===== src/design/smset_pkg.sv =====
// ----------------------------------------------------------------------------
// smset_pkg - sorted multiset engine package
// Operation and status codes, and the control word sent down the cell row.
// ----------------------------------------------------------------------------
package smset_pkg;

    localparam int VALUE_W = 32;
    localparam int RANK_W  = 6;
    localparam int COUNT_W = 7;

    typedef enum logic [1:0] {
        OP_INSERT = 2'd0,
        OP_DELETE = 2'd1,
        OP_EXISTS = 2'd2,
        OP_READ   = 2'd3
    } op_t;

    typedef enum logic [1:0] {
        ST_OK     = 2'd0,
        ST_ABSENT = 2'd1,
        ST_FULL   = 2'd2,
        ST_RANK   = 2'd3
    } status_t;

    // broadcast to every cell in the update cycle
    typedef struct packed {
        logic                      ins;
        logic                      del;
        logic signed [VALUE_W-1:0] value;
    } cell_ctrl_t;

endpackage


===== src/design/smset_cell.sv =====
// ----------------------------------------------------------------------------
// smset_cell - one slot of the sorted register row
// Compares its value with the request and shifts towards either neighbour.
// ----------------------------------------------------------------------------
module smset_cell
(
    input  logic                                      clk,
    input  smset_pkg::cell_ctrl_t                     ctrl,
    input  logic                                      valid,
    input  logic signed [smset_pkg::VALUE_W-1:0]      left_value,
    input  logic                                      left_le,
    input  logic signed [smset_pkg::VALUE_W-1:0]      right_value,
    output logic signed [smset_pkg::VALUE_W-1:0]      stored_value,
    output logic                                      le,
    output logic                                      eq
);

    logic signed [smset_pkg::VALUE_W-1:0] value_reg;
    logic signed [smset_pkg::VALUE_W-1:0] value_next;
    logic                                 lt;

    assign stored_value = value_reg;
    assign lt = valid && (value_reg < ctrl.value);
    assign eq = valid && (value_reg == ctrl.value);
    assign le = lt || eq;

    // insert: slots above the insertion point take the left neighbour,
    // the slot at the point takes the new value.
    // delete: slots at and above the match take the right neighbour.
    always_comb
    begin
        value_next = value_reg;
        if (ctrl.ins && !le)
        begin
            value_next = left_le ? ctrl.value : left_value;
        end
        else if (ctrl.del && !lt)
        begin
            value_next = right_value;
        end
    end

    always_ff @(posedge clk)
    begin
        value_reg <= value_next;
    end

endmodule


===== config.mk =====
export PLATFORM = sky130hd
export DESIGN_NAME = smset_cell
export DESIGN_NICKNAME = d
export VERILOG_FILES = /design/src/design/smset_pkg.sv /design/src/design/smset_cell.sv
export SDC_FILE = /design/constraint.sdc
export NUM_CORES = 1
export LEC_CHECK = 0
export CAP_MARGIN = 20
export CORE_ASPECT_RATIO = 0.8
export CORE_MARGIN = 3
export CORE_UTILIZATION = 30
export DETAILED_ROUTE_END_ITERATION = 8
export DONT_BUFFER_PORTS = 1
export PLACE_DENSITY_LB_ADDON = 0.08
export SETUP_SLACK_MARGIN = 0.02
export SLEW_MARGIN = 20
export SYNTH_ARGS = -nofsm -noshare
export SYNTH_HDL_FRONTEND = slang
export SYNTH_SLANG_ARGS = --single-unit
export TNS_END_PERCENT = 50

===== constraint.sdc =====
create_clock -name clk -period 5.6 [get_ports clk]
set_input_delay 1.12 -clock clk [delete_from_list [all_inputs] [get_ports clk]]
set_output_delay 1.12 -clock clk [all_outputs]
set_load 0.02 [all_outputs]

; Word-level counts from Yosys, hierarchy flattened
; Cells that the tools add are included.
[totals]
input_bits = 101
word_cells = 14
out_inout_bits = 34
reg_bits = 32
[classes]
n_mux = 3
magnitude_cmp = 1
n_eq_ne = 1
n_reduce_logical = 8
[ops]
columns = operator, count
row1 = 2-to-1 mux 32 bit, 3
row2 = == test 32 bit, 1
row3 = less-than comparator 32 bit, 1
row4 = logical AND 1 bit, 4
row5 = zero test 1 bit, 2
row6 = nonzero test 2 bit, 1
row7 = logical OR 1 bit, 1

; Depth between registers and ports, before layout
; Gate-level depths: netlist of run 1.
[depth]
word_depth = 6
ltp_mapped = 10
depth_no_buf = 9

; Worst setup path after synthesis of run 1
; OpenSTA, ideal clock, no wires.
[synth_path]
path_type = in2reg
from = input ctrl[11] (netlist bit)
to = register value_reg, in the netlist stored_value[0], enable pin
setup_time_ps = 437
setup_slack_ps = 1107
stages = 9
t_arrival_ps = 4056
t_required_ps = 5163
path_cell_list = inv_1 > ha_1 > a21oi_1 > o21ai_1 > a22oi_1 > nand3_2 > a21oi_1 > xor2_1 > a2bb2oi_1
[synth_via]
elab_chain_cells = 6
word_cells_on_any_way = 10
cone_classes = order compare (1) / eq/ne (1) / reduce/logical (8)
[synth_rtl]
columns = item, line
row1 = start: declaration, smset_cell.sv:8  ; input smset_pkg::cell_ctrl_t ctrl,
row2 = less-than comparator 32 bit / == test 32 bit (equally long branches), "smset_cell.sv:23, smset_cell.sv:24"
row3 = "logical AND 1 bit, on equally long branches", "smset_cell.sv:23, smset_cell.sv:24"
row4 = logical OR 1 bit, smset_cell.sv:25  ; assign le = lt || eq;
row5 = zero test 1 bit, smset_cell.sv:33  ; if (ctrl.ins && !le)
row6 = logical AND 1 bit, smset_cell.sv:33
row7 = nonzero test 2 bit (no line) (*), -
row8 = end signal: assignment, smset_cell.sv:45  ; value_reg <= value_next;
row9 = end: declaration, smset_cell.sv:18  ; logic signed [smset_pkg::VALUE_W-1:0] value_reg;
; Mark *: on every way between the ends. The rest lies on a longest branch, timed or not.
; A chain may end at the register's enable or synchronous reset.

; Final worst setup path of run 1
[layout_path]
from = input ctrl[31] (netlist bit)
to = output le
[layout_via]
elab_chain_cells = 3
word_cells_on_any_way = 5
cone_classes = order compare (1) / eq/ne (1) / reduce/logical (3)
[layout_rtl]
columns = item, line
row1 = less-than comparator 32 bit / == test 32 bit (equally long branches), "smset_cell.sv:23, smset_cell.sv:24"
row2 = "logical AND 1 bit, on equally long branches", "smset_cell.sv:23, smset_cell.sv:24"
row3 = logical OR 1 bit (*), smset_cell.sv:25
row4 = end: declaration, smset_cell.sv:14  ; output logic le,
; Marked as above.

==> metrics.md, run 1 <==
| Metric | Value |
|---|---|
| Yosys reg bits | `32` |
| Worst Reg-to-Reg Cells | `9` |
| Crit path time final | `between 4000 and 5000 ps` |
| Peak fanout along the critical path | `5` |
| Final setup margin | `1400 ps` |
| Initial Utilization | `around 31%` |
| Min Hold Slack | `between 1000 and 1500 ps` |
| Crit. path cell count | `9` |
| Critical Path RT | `~4500 ps` |
| Flip-flop count of the largest register after layout | `32` |
| # rows | `31` |
| Pwr dens | `between 300 and 400 nW/um^2` |
| Critical path data arrival time | `approximately 3100 ps` |
| Mapped Nets | `roughly 370` |
| Setup crit end | `le` |
| PostCTS Resize Cnt | `0` |
| Vias in the first global route | `around 1900` |
| Die height | `slightly above 90 um` |
| Status | `complete, no violations` |
| Commonest non-fill, non-tap cell in the layout | `inv_1` |
| F_max | `around 240 MHz` |
| Slew Limit Fails | `0` |
| Flop2flop setup slack | `between 2000 and 2500 ps` |
| LEAKAGE | `roughly 1.4 nW` |
| CTS H-Tree Depth | `2` |
| Worst-Skew Late Latency | `280 ps` |
| Placed cell area | `slightly below 3000 um^2` |
| CP Cell Sequence | `inv_1 -> ha_1 -> nand4_4 -> nor3_2 -> nand2_1 -> o211ai_2 -> a21oi_1 -> xor2_1 -> o21ai_0` |
| Layout cells sized above 1 | `a little over a third` |
| Io pins | `approximately 140` |
| First-pass DRT Iterations | `4` |
| Pin count of the biggest net entering global routing | `33` |
| Place WS | `1410 ps` |
| TritonCTS Buffers | `5` |
| CP Buf/Inv Count | `1` |
| Die ar. | `roughly 11000 um^2` |
| Clock Skew | `between 5 and 6 ps` |
| Final Setup Violations | `0` |
| CTS tree | `done` |
| Largest family of logic cells by synthesized area | `multiplexers` |
| Crit start category | `primary input` |
| Post-layout util | `33.9%` |
| First-pass GRT wire length | `roughly 10000 um` |
| Post-synthesis compound-gate area fraction | `under 10%` |
| Setup bufs post-CTS | `0` |
| Setup TNS | `0 ps` |
| XOR/XNOR share of the synthesized area | `less than 1%` |
| Seq/Total Area, Yosys | `about a third` |
| RSZ-0062 raised after global routing | `false` |
| Critical path class | `primary input to primary output` |
| Simple-Gate Fraction of Synth Area | `under 10%` |
| Via-per-instance ratio | `4.97` |
| Fin. Hold Viols | `0` |
| Core ar. | `9110 um^2` |
| Worst r2r src | `stored_value[31]` |
| Routability congestion estimate | `slightly below 0.7` |
| Post-synth cell types | `30` |
| GRT Total Usage | `12.7%` |
| Largest delay share family, worst path | `compound AO/OA/AOI/OAI gates` |
| Post-synthesis mux area share | `~29%` |
| DR vias | `1764` |
| Crit-path max cell delay | `~600 ps` |
| Slowest stage cell, crit path | `o21ai_0` |
| I/O Buffers | `0` |
| R2r endpoint | `stored_value[4]` |
| Final period util | `75.0%` |
| Drt drc | `0` |
| Clock Path Buffers | `2` |
| Net count, final | `about 370` |
| Clock slew at reported path FFs | `around 60 ps` |
| Total Routed Length | `about 6700 um` |
| Cell area after layout | `around 3100 um^2` |
| Area added between synthesis and finish | `8.82%` |
| GRT overflow | `0` |
| Max-slew headroom | `between 50% and 60%` |
| Post-synthesis adder-cell area fraction | `14.1%` |
| Most frequent cells in the layout | `inv_1 (38), mux2_2 (32), ha_1 (32), edfxtp_1 (32), mux2_4 (30)` |
| Wirelength per Cell | `between 15 and 20 um` |
| Chip width | `about 110 um` |
| DRT iter0 DRCs | `55` |
| Peak supply drop | `roughly 120 uV` |
| Maxcap violations | `0` |
| Yosys warnings | `0` |
| Slew @ Worst Pin | `about 700 ps` |
| Initial antenna violation count | `2` |
| CTS Root Buffer Type | `clkbuf_16` |
| Hold WC Path Type | `primary input to flip-flop` |
| Routed Antenna Nets | `0` |
| Critical path endpoint category | `primary output` |
| Cells after Synth | `roughly 240` |
| Hold-fix buffers, CTS | `0` |
| Synth Cell Area | `between 2000 and 3000 um^2` |
| CTS Sinks | `32` |
| Crit. Startpoint | `ctrl[31]` |
| DP Wirelength | `5440 um` |
| Post-Syn Area per Cell | `between 10 and 15 um^2` |
[cells in the mapped netlist (all sizes together)]
cell     instances  area (um^2)
a211oi           1         12.5
a21o             1         7.51
a21oi           17         85.1
a22oi            1         7.51
a2bb2oi          1         8.76
buf              3         60.1
clkbuf           4         15.0
edfxtp          32          961
ha              32          400
inv             38          143
mux2            64          833
nand2           13         48.8
nand2b           1         6.26
nand3            4         25.0
nand4            6         80.1
nor2             3         11.3
nor3             2         26.3
nor3b            1         12.5
nor4             1         12.5
nor4b            1         23.8
o211ai           1         12.5
o21ai            7         35.0
xor2             1         8.76
[final cells by class]
| cell class | instances | area (um^2) |
|---|---|---|
| sequential | 32 | 961 |
| clock inverter | 3 | 13.8 |
| inverter | 38 | 143 |
| antenna | 1 | 2.50 |
| fill | 920 | 6030 |
| clock buffer | 5 | 125 |
| timing repair buffer | 3 | 22.5 |
| tap | 115 | 144 |
| multi-input combinational | 158 | 1680 |
[cell families (layout without fill, tap and decap cells)]
group / count (synthesis) / in the layout
mux: 64 / 64
buf+inv: 45 / 49
simple gates: 32 / 32
xor+xnor: 1 / 1
other cells: 0 / 1
fa+ha+maj: 32 / 32
compound gates: 29 / 29
flops: 32 / 32
[metal layers]
metal  track usage, %  vias up  part of all wire, %
li1                 -      856                    -
met1             17.0      813                   44
met2             18.3       83                   43
met3             5.89       10                   11
met4             3.52        2                  1.3
met5                0        -                 0.19
[power by group]
group | switching [mW] | leakage [nW] | internal, mW
Sequential | 0.113 | 0.316 | 0.350
Combinational | 0.178 | 0.998 | 0.163
Clock | 0.108 | 0.0710 | 0.162
[stage by stage]
step                      total power [mW]  instances
final                                 1.08        355
after global routing                  1.15        355
after CTS                             1.10        354
after detailed placement             0.818        346
after global placement               0.817        346
after floorplan                      0.744        235
[worst min path at each step]
stage / from / to / cells after the start
5_1_grt: right_value[13] / stored_value[13] / 1
6_report: right_value[13] / stored_value[13] / 1
4_1_cts: right_value[0] / stored_value[0] / 1
3_5_place_dp: right_value[0] / stored_value[0] / 1
3_3_place_gp: right_value[0] / stored_value[0] / 1
2_1_floorplan: right_value[0] / stored_value[0] / 1
Power figures use the tool's default switching activity.
==> inputs of run 2 (changes only) <==
==> constraint.sdc (replaced) <==
create_clock -name clk -period 3.8 [get_ports clk]
set_input_delay 0.76 -clock clk [delete_from_list [all_inputs] [get_ports clk]]
set_output_delay 0.76 -clock clk [all_outputs]
set_load 0.02 [all_outputs]
==> run 2 against run 1 <==
Against the previous run: die area did not move; cell area grew 0.41%; flip-flop and latch count unchanged; via count is 2.6% lower; register-to-register slack got worse by 1600 ps; combinational power rose by 49%; critical endpoint unchanged; wire length grew 0.88%; final cell count up 0.56%; clock skew hardly changed; largest cell class unchanged; critical path depth unchanged.
==> metrics.md, run 2 (synthesized netlist as in run 1, its figures left out) <==
| Metric | Value |
|---|---|
| Slowest stage cell, crit path | `edfxtp_1` |
| LEAKAGE | `approximately 1.4 nW` |
| GRT overflow | `0` |
| Clock Path Buffers | `2` |
| Area added between synthesis and finish | `9.26%` |
| Total Routed Length | `6770 um` |
| Routed Antenna Nets | `0` |
| Chip width | `approximately 110 um` |
| Die ar. | `10700 um^2` |
| TritonCTS Buffers | `5` |
| DRT iter0 DRCs | `13` |
| F_max | `a little under 300 MHz` |
| Fin. Hold Viols | `0` |
| Critical path class | `flip-flop to primary output` |
| First-pass GRT wire length | `approximately 10000 um` |
| First-pass DRT Iterations | `4` |
| Critical path endpoint category | `primary output` |
| Layout cells sized above 1 | `roughly a third` |
| Critical path data arrival time | `between 2000 and 3000 ps` |
| Critical Path RT | `3040 ps` |
| Final Setup Violations | `0` |
| Net count, final | `approximately 370` |
| Setup TNS | `0 ps` |
| Post-layout util | `34.0%` |
| Wirelength per Cell | `roughly 19 um` |
| Clock Skew | `5.12 ps` |
| DR vias | `1719` |
| Crit path time final | `3420 ps` |
| CP Buf/Inv Count | `1` |
| CTS H-Tree Depth | `2` |
| Pwr dens | `just over 500 nW/um^2` |
| Hold-fix buffers, CTS | `0` |
| Setup bufs post-CTS | `0` |
| Largest delay share family, worst path | `simple AND/OR/NAND/NOR gates` |
| Core ar. | `9110 um^2` |
| DP Wirelength | `5420 um` |
| Most frequent cells in the layout | `inv_1 (38), mux2_2 (32), ha_1 (32), edfxtp_1 (32), mux2_4 (30)` |
| Max-slew headroom | `between 70% and 80%` |
| Worst Reg-to-Reg Cells | `9` |
| Pin count of the biggest net entering global routing | `33` |
| RSZ-0062 raised after global routing | `false` |
| Flip-flop count of the largest register after layout | `32` |
| Vias in the first global route | `~1800` |
| Peak fanout along the critical path | `3` |
| Crit. path cell count | `9` |
| Commonest non-fill, non-tap cell in the layout | `inv_1` |
| Crit-path max cell delay | `500 ps` |
| I/O Buffers | `0` |
| Hold path depth | `1` |
| Worst-Skew Late Latency | `roughly 280 ps` |
| Via-per-instance ratio | `4.82` |
| Drt drc | `0` |
| CTS Root Buffer Type | `clkbuf_16` |
| Slew Limit Fails | `0` |
| Io pins | `135` |
| PostCTS Resize Cnt | `0` |
| Peak supply drop | `roughly 210 uV` |
| # rows | `31` |
| Initial antenna violation count | `2` |
| Initial Utilization | `between 30 and 40%` |
| Routability congestion estimate | `about 0.66` |
| Total power | `between 1.5 and 2 mW` |
| Die height | `between 90 and 100 um` |
| Status | `complete, no violations` |
| Clock slew at reported path FFs | `around 60 ps` |
| Maxcap violations | `0` |
| CTS Sinks | `32` |
| CP Cell Sequence | `ha_1 -> nand4_2 -> nor4_2 -> o21ai_1 -> nand3_2 -> a21oi_1 -> xor2_1 -> o21ai_0 -> buf_4` |
| CTS tree | `done` |
| Slew @ Worst Pin | `between 300 and 400 ps` |
| Hold WC Path Type | `primary input to flip-flop` |
| Final period util | `between 80 and 90%` |
| Crit start category | `flip-flop` |
| GRT Total Usage | `between 10% and 20%` |
## run 2: path summary, 6_finish.rpt
kind / startpoint / to / slack [ps]
worst max-delay path: stored_value[14] / le / 380
worst min-delay path: right_value[31] / stored_value[31] / 680
worst max register to register: stored_value[14] / stored_value[0] / 840
worst min register to register: stored_value[31] / stored_value[28] / 1530
## run 2: where the power goes
part / total (mW) / internal [mW] / switching, mW
Sequential: 0.681 / 0.516 / 0.165
Combinational: 0.511 / 0.248 / 0.263
Clock: 0.392 / 0.241 / 0.151
## run 2: routing by layer
| metal | vias to the layer above | global-route usage (%) | wire length, um |
|---|---|---|---|
| met5 | - | 0 | 13 |
| li1 | 863 | - | - |
| met3 | 10 | 6.08 | 702 |
| met1 | 771 | 16.8 | 3060 |
| met4 | 2 | 3.81 | 90 |
| met2 | 73 | 18.3 | 2890 |
## run 2: final cells by class
type                    count  area [um^2]
diodes                      1         2.50
repair buffers              5         37.5
fillers                   910         6020
clock inverters             1         3.75
multi-input cells         158         1680
clock buffers               7          133
flip-flops and latches     32          961
inverters                  38          143
well taps                 115          144
## run 2: metrics by stage
step | setup WS [ps] | hold WS [ps] | std cells | area, um^2
after detailed placement | 405 | 966 | 348 | 2960
after CTS | 320 | 672 | 356 | 3100
after global routing | 138 | 674 | 357 | 3100
final | 381 | 682 | 357 | 3100
after floorplan | 473 | 961 | 235 | 2840
after global placement | 445 | 969 | 348 | 2960
==> inputs of run 3 (changes only) <==
--- a/config.mk
+++ b/config.mk
@@ -12,6 +12,7 @@
 export DETAILED_ROUTE_END_ITERATION = 8
 export DONT_BUFFER_PORTS = 1
 export PLACE_DENSITY_LB_ADDON = 0.08
+export RECOVER_POWER = 100
 export SETUP_SLACK_MARGIN = 0.02
 export SLEW_MARGIN = 20
 export SYNTH_ARGS = -nofsm -noshare
==> run 3 against run 2 <==
Against the previous run: die area stayed put; clock power hardly changed; first-iteration DRC count is 7.7% higher; flip-flop and latch count stayed put; power is 3.7% lower; combinational power is 12% lower; worst setup slack worse by 47 ps; wire length is 1.0% higher; final cell count stayed put.
==> metrics.md, run 3 (synthesized netlist as in run 1, its figures left out) <==
| Metric | Value |
|---|---|
| Routability congestion estimate | `0.657` |
| DR vias | `about 1700` |
| Flip-flop count of the largest register after layout | `32` |
| Layout cells sized above 1 | `between 20% and 30%` |
| # rows | `31` |
| PostCTS Resize Cnt | `0` |
| RSZ-0062 raised after global routing | `false` |
| LEAKAGE | `between 1 and 1.5 nW` |
| Worst-Skew Late Latency | `~280 ps` |
| CTS Root Buffer Type | `clkbuf_16` |
| Fin. Hold Viols | `0` |
| Most frequent cells in the layout | `inv_1 (38), mux2_2 (32), ha_1 (32), edfxtp_1 (32), mux2_1 (30)` |
| Maxcap violations | `0` |
| Die ar. | `10700 um^2` |
| Setup bufs post-CTS | `0` |
| Hold-fix buffers, CTS | `0` |
| Peak fanout along the critical path | `3` |
| GRT overflow | `0` |
| Status | `complete, no violations` |
| Io pins | `135` |
| Wirelength per Cell | `about 19 um` |
| Final setup margin | `between 300 and 400 ps` |
| GRT Total Usage | `12.7%` |
| First-pass DRT Iterations | `4` |
| Place WS | `between 400 and 500 ps` |
| Chip width | `between 100 and 150 um` |
| Critical path endpoint category | `primary output` |
| Initial Utilization | `between 30% and 40%` |
| Peak supply drop | `177 uV` |
| TritonCTS Buffers | `5` |
| Crit start category | `flip-flop` |
| I/O Buffers | `0` |
| CTS tree | `done` |
| Commonest non-fill, non-tap cell in the layout | `inv_1` |
| Slowest stage cell, crit path | `edfxtp_1` |
| Final period util | `91.2%` |
| Clock slew at reported path FFs | `around 60 ps` |
| Clock Skew | `4.22 ps` |
| First-pass GRT wire length | `10000 um` |
| Vias in the first global route | `1807` |
| Clock Path Buffers | `2` |
| Critical path class | `flip-flop to primary output` |
| CP dominant cell by count | `o21ai_0` |
| Area added between synthesis and finish | `4.90%` |
| CTS Sinks | `32` |
| Die height | `around 93 um` |
| CP Cell Sequence | `ha_1 -> nand4_2 -> nor4_2 -> o21ai_0 -> nand3_2 -> a21oi_1 -> xor2_1 -> o21ai_0 -> clkbuf_2` |
| Pwr dens | `approximately 510 nW/um^2` |
| Setup TNS | `0 ps` |
| Max-slew headroom | `between 30% and 40%` |
| Slew Limit Fails | `0` |
| Critical path data arrival time | `approximately 2700 ps` |
| Total Routed Length | `slightly below 7000 um` |
| DRT iter0 DRCs | `14` |
| Pin count of the biggest net entering global routing | `33` |
| F_max | `between 200 and 300 MHz` |
| Hold WC Path Type | `primary input to flip-flop` |
| Crit-path max cell delay | `approximately 500 ps` |
| Net count, final | `373` |
| DP Wirelength | `approximately 5400 um` |
| Core ar. | `just over 9000 um^2` |
| Via-per-instance ratio | `4.84` |
| CTS H-Tree Depth | `2` |
| Final Setup Violations | `0` |
| Critical Path RT | `~3000 ps` |
| Routed Antenna Nets | `0` |
| Slew @ Worst Pin | `between 900 and 1000 ps` |
| Crit path time final | `about 3500 ps` |
| Drt drc | `0` |
| Initial antenna violation count | `2` |
[run 3: per-layer routing]
metal,part of all wire [%],up-vias,wire length [um],GRT usage (%)
li1,-,862,-,-
met1,46,779,3160,16.8
met2,42,75,2870,18.3
met3,10,10,699,6.08
met4,1.3,2,90,3.81
met5,0.19,-,13,0
[run 3: cell type report]
class	count	area (um^2)
Tap cell	115	144
Fill cell	944	6140
Timing Repair Buffer	5	23.8
Inverter	38	143
Antenna cell	1	2.50
Clock buffer	7	133
Sequential cell	32	961
Multi-Input combinational cell	158	1570
Clock inverter	1	3.75
[run 3: path summary, 6_finish.rpt]
kind              depth (start not counted)             start                to  slack [ps]
setup / recovery                          9  stored_value[14]                le         330
setup reg to reg                          9  stored_value[14]  stored_value[21]         420
hold / removal                            1   right_value[11]  stored_value[11]         680
hold reg to reg                           5  stored_value[31]  stored_value[28]        1740
[run 3: stage by stage]
step	hold slack, ps	util (%)	instances	cell area (um^2)	total power [mW]
2_1_floorplan	961	-	235	2840	1.10
3_3_place_gp	969	32.5	348	2960	1.21
3_5_place_dp	966	32.5	348	2960	1.21
4_1_cts	672	34.0	356	3100	1.62
5_1_grt	666	32.6	357	2980	1.64
6_report	679	32.6	357	2980	1.53
[run 3: worst max-delay path, delay by kind of cell (launching register included)]
family | cells | cell delay, ps
buffers and inverters | 1 | 210
xor gates and xnor gates | 1 | 190
and+or+nand+nor | 3 | 660
AOI/OAI and AO/OA | 3 | 490
DFF | 1 | 500
adders and majority gates | 1 | 380
[run 3: report_power, final]
| part | switching, mW | internal [mW] | total, mW |
|---|---|---|---|
| Combinational | 0.254 | 0.195 | 0.449 |
| Clock | 0.153 | 0.241 | 0.394 |
| Sequential | 0.165 | 0.517 | 0.682 |
| Total | 0.572 | 0.954 | 1.53 |
